### config.mk
export PLATFORM = sky130hd
export DESIGN_NAME = sbcs_div
export DESIGN_NICKNAME = d
export VERILOG_FILES = /design/src/rtl/core/sbcs_pkg.sv /design/src/rtl/core/sbcs_div.sv
export SDC_FILE = /design/constraint.sdc
export NUM_CORES = 1
export LEC_CHECK = 0
export ABC_AREA = 1
export BUFFER_PORTS_ARGS = -buffer_cell sky130_fd_sc_hd__buf_2
export CAP_MARGIN = 30
export CELL_PAD_IN_SITES_DETAIL_PLACEMENT = 2
export CELL_PAD_IN_SITES_GLOBAL_PLACEMENT = 2
export CORE_UTILIZATION = 29
export DETAILED_ROUTE_END_ITERATION = 8
export PLACE_DENSITY = 0.8
export SYNTH_ARGS = -nofsm -noshare
export SYNTH_HDL_FRONTEND = slang
export SYNTH_SLANG_ARGS = --single-unit
export TNS_END_PERCENT = 1
### constraint.sdc
create_clock -name clk -period 8 [get_ports clk]
set_input_delay 1.2 -clock clk [delete_from_list [all_inputs] [get_ports clk]]
set_output_delay 1.2 -clock clk [all_outputs]
set_load 0.005 [all_outputs]
### src/rtl/core/sbcs_pkg.sv
// ----------------------------------------------------------------------------
// Serial block chi-square package
// Shared widths, status codes and length helpers.
// ----------------------------------------------------------------------------
package sbcs_pkg;

  localparam int MAX_BLOCK_LENGTH = 8;
  localparam int COUNT_WIDTH      = 16;
  localparam int CFG_WIDTH        = 4;
  localparam int BIN_AW           = MAX_BLOCK_LENGTH;
  localparam int BIN_COUNT        = 1 << BIN_AW;
  localparam int FRAC_BITS        = 16;
  localparam int INT_BITS         = 24;
  localparam int CHI_WIDTH        = INT_BITS + FRAC_BITS;
  localparam int SUM_WIDTH        = 2 * COUNT_WIDTH + BIN_AW;
  localparam int DIV_WIDTH        = SUM_WIDTH + MAX_BLOCK_LENGTH + FRAC_BITS;
  localparam int DIV_CNT_W        = $clog2(DIV_WIDTH);

  typedef logic [COUNT_WIDTH-1:0] count_t;
  typedef logic [BIN_AW-1:0]      bin_addr_t;
  typedef logic [CFG_WIDTH-1:0]   len_t;
  typedef logic [DIV_WIDTH-1:0]   div_word_t;

  typedef enum logic [1:0] {
    STATUS_OK       = 2'd0,
    STATUS_EMPTY    = 2'd1,
    STATUS_OVERFLOW = 2'd2
  } status_t;

  function automatic len_t eff_length(input len_t v);
    len_t r;
    if (v == len_t'(0)) begin
      r = len_t'(1);
    end else if (v > len_t'(MAX_BLOCK_LENGTH)) begin
      r = len_t'(MAX_BLOCK_LENGTH);
    end else begin
      r = v;
    end
    return r;
  endfunction

  function automatic bin_addr_t len_mask(input len_t m);
    bin_addr_t r;
    for (int i = 0; i < BIN_AW; i++) begin
      r[i] = (len_t'(i) < m);
    end
    return r;
  endfunction

endpackage

### src/rtl/core/sbcs_div.sv
// ----------------------------------------------------------------------------
// Serial block chi-square divider
// Restoring divider, one quotient bit per cycle, MSB first.
// ----------------------------------------------------------------------------
module sbcs_div (
  input  logic               clk,
  input  logic               rst,
  input  logic               start,
  input  sbcs_pkg::div_word_t dividend,
  input  sbcs_pkg::count_t   divisor,
  output logic               done,
  output sbcs_pkg::div_word_t quotient
);
  import sbcs_pkg::*;

  localparam int REM_W = COUNT_WIDTH + 1;

  count_t                rem;
  logic                  busy;
  logic [DIV_CNT_W-1:0]  cnt;
  logic [REM_W-1:0]      trial;
  logic [REM_W:0]        diff;
  logic                  ge;

  always_comb begin
    trial = {rem, quotient[DIV_WIDTH-1]};
    diff  = {1'b0, trial} - {2'b00, divisor};
    ge    = ~diff[REM_W];
  end

  always_ff @(posedge clk) begin
    if (rst) begin
      busy <= 1'b0;
      done <= 1'b0;
      cnt  <= '0;
    end else if (start) begin
      busy     <= 1'b1;
      done     <= 1'b0;
      cnt      <= DIV_CNT_W'(DIV_WIDTH - 1);
      rem      <= '0;
      quotient <= dividend;
    end else if (busy) begin
      rem      <= ge ? diff[COUNT_WIDTH-1:0] : trial[COUNT_WIDTH-1:0];
      quotient <= {quotient[DIV_WIDTH-2:0], ge};
      if (cnt == '0) begin
        busy <= 1'b0;
        done <= 1'b1;
      end else begin
        cnt <= cnt - 1'b1;
      end
    end else begin
      done <= 1'b0;
    end
  end

  a_done_after_busy: assert property (@(posedge clk) disable iff (rst)
    $rose(done) |-> $past(busy) && $past(cnt) == '0)
    else $error("divider done without finishing its steps");

  a_start_idle: assert property (@(posedge clk) disable iff (rst)
    start |=> busy && cnt == DIV_CNT_W'(DIV_WIDTH - 1))
    else $error("divider did not load on start");

  a_no_done_while_busy: assert property (@(posedge clk) disable iff (rst)
    busy |-> !done)
    else $error("divider done and busy together");

endmodule

# ---- After elaboration in Yosys (flattened, before gate mapping)
# Cells that the tools add are included.
dict set report op_classes {
  n_addsub 2
  eq_ne 1
  mux 10
  n_bitwise 3
  reduce_logical 5
}
# operator n
set op_table {}
lappend op_table {{$mux W64} 2}
lappend op_table {{$mux W16} 2}
lappend op_table {{$mux W6} 3}
lappend op_table {{$sub A17 B16 Y18} 1}
lappend op_table {{$logic_not A6 Y1} 1}
lappend op_table {{$sub A6 B1 Y6 const B} 1}
lappend op_table {{$reduce_and A2 Y1} 2}
lappend op_table {{$mux W1} 3}
lappend op_table {{$not A1 Y1} 3}
lappend op_table {{$reduce_or A3 Y1} 1}
lappend op_table {{$ne A2 B2 Y1 const B} 1}
lappend op_table {{$reduce_bool A2 Y1} 1}
dict set report totals {
  reg_bits 88
  input_bits 83
  output_inout_bits 65
}

# ---- Logic depth before layout (Yosys ltp)
# Gate-level depths: netlist (run 1).
dict set report logic_depth {
  ltp_word 4
  depth_mapped 16
  ltp_nobuf 14
}

# ---- Worst setup path before layout (run 1)
# Ideal clock, no wire load.
dict set report synth_path {
  path_type {input to register}
  start {in start}
  end {reg quotient[0] (enable)}
  t_arrival_ns 5.538
  required_time_ns 7.455
  slack_ns 1.917
  cell_stages 4
  n_path_buf 2
  cell_sequence {clkbuf_1 -> inv_1 -> clkbuf_1 -> a21oi_1}
}
dict set report synth_between {
  elab_chain_len 2
}
# element line
set synth_lines {}
lappend synth_lines {{start, declared} sbcs_div.sv:8} ;# input logic start,
lappend synth_lines {{$reduce_bool A2 Y1 (no source line)} -}
lappend synth_lines {{$reduce_and A2 Y1 (no source line)} -}
lappend synth_lines {{end signal, assigned} sbcs_div.sv:41} ;# quotient <= dividend;
lappend synth_lines {{end signal, assigned} sbcs_div.sv:44} ;# quotient <= {quotient[DIV_WIDTH-2:0], ge};
lappend synth_lines {{end, declared} sbcs_div.sv:12} ;# output sbcs_pkg::div_word_t quotient
# No other way between the ends.
# A chain may end at the register's enable or synchronous reset.

# ---- Worst setup path after layout (run 1)
dict set report layout_path {
  start {in start}
  end {reg cnt[1]}
}
dict set report layout_between {
  elab_chain_len 2
  elab_cells_between_ends 4
}
# element line
set layout_lines {}
lappend layout_lines {{$ne A2 B2 Y1 (no source line) / $reduce_bool A2 Y1 (equally long branches)} -}
lappend layout_lines {{$reduce_and A2 Y1 (no source line)} -}
lappend layout_lines {{end signal, assigned} sbcs_div.sv:39} ;# cnt <= DIV_CNT_W'(DIV_WIDTH - 1);
lappend layout_lines {{end signal, assigned} sbcs_div.sv:49} ;# cnt <= cnt - 1'b1;
lappend layout_lines {{end, declared} sbcs_div.sv:20} ;# logic [DIV_CNT_W-1:0] cnt;
# Parallel ways exist; a longest one is shown, timed or not.

==> impl_metrics.py, run 1 <==
metrics = {
    "route": {
        "drt-initial-drc-count": 177,
        "dr.pass1.iters": 4,
        "via_per_inst": 4.61,
        "wl_per_cell_um": 16.3,
        "drcViolationCount": 0,
        "drt_wl_total_um": 16100,
        "route.vias.total": 4558,
        "drtAntennaViolNets": 0,
    },
    "pwr": {
        "p_leak_nw": 3.19,
        "fin_total_pwr_w": 0.00121,
        "p_comb_share_pct": 22.3,
        "power_density_nw_per_um2": 196,
        "power.switching_w": 0.000362,
        "switching_share_pct": 29.8,
        "irDropWorstVdd_mv": 0.101,
        "seq_power_share_pct": 47.1,
        "power.internal_w": 0.000853,
        "clkPwrFrac_pct": 30.6,
    },
    "critical_path": {
        "crit_chain": "buf_2 > buf_4 > inv_2 > buf_4 > nand2_1 > inv_1 > nand2_1 > a21oi_1",
        "start_kind": "input pin",
        "max_stage_delay_ns": 0.72,
        "required_ns": 8.26,
        "slowest_stage": "buf_4",
        "cp-end-kind": "flop",
        "crit_family": "buffers and inverters",
        "arrival_ns": 3.19,
        "critPathKind": "input pin to flop",
        "worstPathMaxFanout": 85,
        "worst-path-buf-inv": 5,
    },
    "clocking": {
        "htreeDepth": 3,
        "postCtsHoldBufs": 0,
        "clkTransAtPathRegs_ns": 0.06,
        "ctsResizeCount": 0,
        "cts_tree": "done",
        "worstSkewPairLatency_ns": 0.34,
        "numCtsBuffers": 9,
        "root_buffer": "clkbuf_16",
        "max-clock-path-buffers": 2,
        "clkSinkCount": 88,
        "cts_setup_buffers": 0,
    },
    "sta": {
        "max_clock_freq_ghz": 0.341,
        "tightest_slew_ns": 0.899,
        "drv_slew": 0,
        "grt_setup_unrepaired": "false",
        "finalHoldViolCount": 0,
        "finClkSkew_ns": 0.00696,
        "setup_viol": 0,
        "finalCritPeriodShare_pct": 36.6,
        "tns_ns": 0,
        "min_period_ns": 2.93,
        "slew_headroom_pct": 40.1,
    },
    "logic_synthesis": {
        "synth_top_cell_area_share_pct": 47.7,
        "synth_area_um2": 5030,
        "synth_nets": 726,
        "yosysTopAreaCell": "edfxtp_1",
        "yosysWarnings": 0,
        "synth_seq_cells": 88,
        "synthTopCellsByArea": "edfxtp_1, nand2_1, inv_1",
        "syn_inst": 625,
        "synthDistinctLibCells": 31,
        "syn_avg_cell_area_um2": 8.05,
        "seq_area_frac_synth_pct": 50.9,
    },
    "floorplanning": {
        "ios": 148,
        "die_w_um": 134,
        "initial_core_util_pct": 30.0,
        "core_um2": 16800,
        "design.die.area_um2": 17900,
        "die_h_um": 134,
        "num_rows": 47,
    },
    "placed_design": {
        "dp_hpwl_um": 12500,
        "globalplace.congestion": 0.780,
        "io_buffers": 147,
        "placed_area_um2": 5960,
    },
    "global_routing": {
        "antenna_found_initial": 1,
        "grt.total_usage_pct": 18.9,
        "grt_pass1_wl_um": 26400,
        "overflow": 0,
        "grt_pass1_vias": 5127,
        "grt_max_degree": 86,
    },
    "hold_path": {
        "hold_class": "flop to flop",
    },
    "final_layout": {
        "ff_latch_area_um2": 2560,
        "fillers": 1998,
        "drive_above_1_share_pct": 23.7,
        "area_growth_pct": 23.4,
        "fin_nets": 866,
        "multi_input_area_um2": 2070,
        "antenna_cells": 0,
        "stdcell_area_um2": 6210,
    },
    "run": {
        "maxCapViolCount": 0,
    },
    "outcome": {
        "status": "finished, final reports clean",
    },
}
## synthesized netlist by cell type, drive strengths merged
cell,number
buf,11
fa,1
a21oi,14
nor2,52
a31o,1
nand4,3
nand3b,12
a31oi,2
xor2,6
a2111oi,1
nor3,1
and2,2
xnor2,2
dfxtp,8
ha,17
nand2,310
clkbuf,11
nand3,14
edfxtp,80
o21ai,7
inv,70
## power groups by stage
stage                     combinational [W]  clock [W]  sequential (W)
after floorplan                    0.000174          0        0.000578
after global placement             0.000254          0        0.000580
after detailed placement           0.000275          0        0.000581
after CTS                          0.000278   0.000382        0.000573
after global routing               0.000310   0.000398        0.000576
final                              0.000271   0.000371        0.000572
## final cells by class
cell class | count | area share, %
multi-input cells | 445 | 33.3
flip-flops and latches | 88 | 41.3
well taps | 220 | 4.43
clock inverters | 6 | 0.443
clock buffers | 9 | 3.63
inverters | 70 | 4.23
repair buffers | 151 | 12.7
## routing by layer
layer | share of wire, % | global-route usage, % | wire [µm] | up-vias
met5 | 0.062 | 0 | 10 | -
met4 | 1.4 | 5.93 | 233 | 2
met3 | 4.9 | 3.69 | 786 | 17
met2 | 52 | 34.8 | 8320 | 111
met1 | 42 | 21.8 | 6760 | 2194
li1 | - | - | - | 2234
## registers in the layout, indices dropped and copies added (netlist names)
register and count:
quotient 64, done 1, cnt 6, rem 16, busy 1
## cells in the final DEF, fill, tap and decap left out
master	n
a2111oi_0	1
a21oi_1	12
a21oi_2	1
a21oi_4	1
a31o_2	1
a31oi_1	2
and2_1	2
buf_16	1
buf_2	147
buf_4	3
clkbuf_16	9
clkinv_1	2
clkinv_2	4
dfxtp_1	8
edfxtp_1	80
fa_1	1
ha_1	17
inv_1	68
inv_2	2
nand2_1	302
nand2_2	5
nand2_4	3
nand3_1	12
nand3_2	2
nand3b_1	12
nand4_1	3
nor2_1	49
nor2_2	1
nor2_4	2
nor3_1	1
o21ai_0	7
xnor2_1	2
xor2_1	6
## cell families (layout without fill, tap and decap cells)
kind of cell | Yosys count | after routing | share of synthesized area (%)
compound gates | 25 | 25 | 2.76
xor+xnor | 8 | 8 | 1.39
fa+ha+maj | 18 | 18 | 4.62
buf+inv | 92 | 236 | 8.15
flops | 88 | 88 | 50.9
simple gates | 394 | 394 | 32.1
## metrics by stage
step	setup slack, ns	hold WS [ns]	utilization (%)	instances
after global placement	4.67	0.454	35.4	973
after floorplan	1.92	0.444	-	625
final	5.07	0.490	37.1	989
after CTS	5.05	0.500	37.1	989
after global routing	4.90	0.517	37.1	989
after detailed placement	4.70	0.486	35.5	974
## final timing paths
path | to | from | slack, ns | cells past startpoint
min reg2reg | cnt[0]$_SDFFE_PP0P_ | cnt[0]$_SDFFE_PP0P_ | 0.49 | 2
min | cnt[0]$_SDFFE_PP0P_ | cnt[0]$_SDFFE_PP0P_ | 0.49 | 2
max reg2reg | rem[8]$_SDFFCE_PP0P_ | rem[10]$_SDFFCE_PP0P_ | 5.71 | 10
max | cnt[1]$_SDFFE_PP0P_ | start | 5.07 | 8
## worst reg2reg max path, cell delays in order (launching register included)
cell and delay, ns:
edfxtp_1 0.46, ha_1 0.43, nand2_1 0.11, inv_1 0.09
nand2_1 0.12, nor2_4 0.16, nand2_4 0.14, nand2_4 0.20
inv_2 0.12, nor2_1 0.14, nor2_1 0.07
Power figures use the tool's default switching activity.
==> run 2: changes to the inputs <==
--- a/config.mk
+++ b/config.mk
@@ -10,9 +10,9 @@
 export CAP_MARGIN = 30
 export CELL_PAD_IN_SITES_DETAIL_PLACEMENT = 2
 export CELL_PAD_IN_SITES_GLOBAL_PLACEMENT = 2
-export CORE_UTILIZATION = 29
+export CORE_UTILIZATION = 27
 export DETAILED_ROUTE_END_ITERATION = 8
-export PLACE_DENSITY = 0.8
+export PLACE_DENSITY = 0.79
 export SYNTH_ARGS = -nofsm -noshare
 export SYNTH_HDL_FRONTEND = slang
 export SYNTH_SLANG_ARGS = --single-unit
==> constraint.sdc (replaced) <==
create_clock -name clk -period 2.6 [get_ports clk]
set_input_delay 0.39 -clock clk [delete_from_list [all_inputs] [get_ports clk]]
set_output_delay 0.39 -clock clk [all_outputs]
set_load 0.005 [all_outputs]
==> run 2 against run 1 <==
  * The flow now finishes with violations (DRC)
  * Critical path depth rose by 6
  * Worst hold slack got worse by 0.17 ns
  * Sequential cell count did not move
  * Count of clock-buffer cells in the layout rose by 1
  * Core utilization fell by 2.5 points
  * First-iteration DRC count rose by 3.4%
==> impl_metrics.py, run 2 (same netlist as run 1, synthesis figures left out) <==
metrics = {
    "clocking": {
        "ctsResizeCount": 0,
        "max-clock-path-buffers": 2,
        "numCtsBuffers": 9,
        "cts_tree": "done",
        "postCtsHoldBufs": 0,
        "clkTransAtPathRegs_ns": 0.07,
        "cts_setup_buffers": 0,
        "worstSkewPairLatency_ns": 0.34,
        "htreeDepth": 3,
        "clkSinkCount": 88,
        "root_buffer": "clkbuf_16",
    },
    "critical_path": {
        "critPathKind": "flop to flop",
        "worst-path-buf-inv": 2,
        "max_stage_delay_ns": 0.43,
        "slowest_stage": "fa_1",
        "crit_chain": "inv_1 > ha_1 > inv_1 > fa_1 > nand3_1 > nand3_1 > nand2_1 > nand2_1 > nand2_1 > nand2_1 > nand2_1 > nand2_1 > nor2_1 > nor2_1",
        "r2r_slack_ns": 0.31,
        "worstPathMaxFanout": 4,
        "arrival_ns": 2.38,
        "crit_family": "simple AND/OR/NAND/NOR gates",
        "required_ns": 2.69,
        "start_kind": "flop",
        "cp_common_cell": "nand2_1",
        "cp-end-kind": "flop",
    },
    "pwr": {
        "switching_share_pct": 29.4,
        "seq_power_share_pct": 45.3,
        "irDropWorstVdd_mv": 0.299,
        "p_comb_share_pct": 21.3,
        "power_density_nw_per_um2": 619,
        "p_leak_nw": 3.20,
        "clkPwrFrac_pct": 33.4,
        "power.switching_w": 0.00114,
        "fin_total_pwr_w": 0.00387,
        "power.internal_w": 0.00273,
    },
    "sta": {
        "slew_headroom_pct": 52.9,
        "setup_viol": 0,
        "finClkSkew_ns": 0.0110,
        "drv_slew": 0,
        "finalHoldViolCount": 0,
        "grt_setup_unrepaired": "false",
        "tightest_slew_ns": 0.707,
        "holdWs_ns": 0.321,
        "tns_ns": 0,
        "finalCritPeriodShare_pct": 88.1,
        "min_period_ns": 2.29,
        "max_clock_freq_ghz": 0.437,
    },
    "final_layout": {
        "final_util_pct": 34.6,
        "layout_commonest_cell": "nand2_1",
        "largest_reg_flops": 64,
        "fin_nets": 865,
        "final_cell_mix": "nand2_1, buf_2, edfxtp_1",
        "top_regs": "quotient (64), rem (16), cnt (6)",
        "top_register": "quotient",
        "drive_above_1_share_pct": 23.7,
        "area_growth_pct": 24.3,
    },
    "floorplanning": {
        "ios": 148,
        "num_rows": 49,
        "initial_core_util_pct": 27.8,
        "core_um2": 18100,
        "die_w_um": 139,
        "die_h_um": 139,
        "design.die.area_um2": 19200,
    },
    "route": {
        "via_per_inst": 4.55,
        "drtAntennaViolNets": 0,
        "drcViolationCount": 22,
        "route.vias.total": 4545,
        "dr.pass1.iters": 6,
        "drt_wl_total_um": 15600,
        "wl_per_cell_um": 15.6,
        "drt-initial-drc-count": 183,
    },
    "outcome": {
        "status": "finished, violations left",
        "violations": "DRC",
    },
    "placed_design": {
        "dp_hpwl_um": 11900,
        "io_buffers": 147,
        "globalplace.congestion": 0.797,
    },
    "global_routing": {
        "grt_max_degree": 86,
        "antenna_found_initial": 1,
        "grt_pass1_wl_um": 26100,
        "grt.total_usage_pct": 16.9,
        "grt_pass1_vias": 5090,
        "overflow": 0,
    },
    "run": {
        "maxCapViolCount": 0,
    },
    "hold_path": {
        "hold_class": "input pin to flop",
    },
}
-- run 2: power groups by stage --
stage	Clock (W)	Combinational [W]	Sequential, W
detailed placement	0	0.000842	0.00179
global placement	0	0.000795	0.00178
finish	0.00129	0.000826	0.00175
global route	0.00138	0.000945	0.00177
CTS	0.00133	0.000846	0.00176
floorplan	0	0.000540	0.00177
-- run 2: layout make-up --
class                      count  area, µm²
fill                        2136      11800
sequential                    88       2560
multi-input combinational    445       2070
timing repair buffer         150        783
tap                          229        287
inverter                      70        263
clock buffer                  10        229
clock inverter                 6       60.1
antenna                        1       2.50
-- run 2: final timing paths --
| kind | startpoint | endpoint | cells past startpoint |
|---|---|---|---|
| min | dividend[38] | quotient[38]$_DFFE_PP_ | 3 |
| max reg2reg | quotient[63]$_DFFE_PP_ | rem[14]$_SDFFCE_PP0P_ | 14 |
| max | quotient[63]$_DFFE_PP_ | rem[14]$_SDFFCE_PP0P_ | 14 |
| min reg2reg | cnt[0]$_SDFFE_PP0P_ | cnt[0]$_SDFFE_PP0P_ | 2 |
-- run 2: per-layer routing --
| metal | global-route usage (%) | share of wire (%) |
|---|---|---|
| met1 | 19.6 | 43 |
| met2 | 30.8 | 51 |
| met3 | 4.36 | 5.6 |
| met4 | 4.02 | 0.87 |
| met5 | 0 | 0 |
-- run 2: metrics by stage --
stage	worst slack (ns)	std cells	cell area, µm²
2_1_floorplan	0.0555	625	5050
6_report	0.310	999	6260
5_1_grt	0.0635	998	6250
3_3_place_gp	0.346	982	5970
3_5_place_dp	0.273	982	5970
4_1_cts	0.261	998	6250
-- run 2: worst register-to-register path: cells and delay by family (launching register included) --
kind,cells,cell delay (ns)
AND/OR/NAND/NOR,10,0.90
adder cells (fa/ha/maj),2,0.58
flip-flops,1,0.39
buffers and inverters,2,0.18
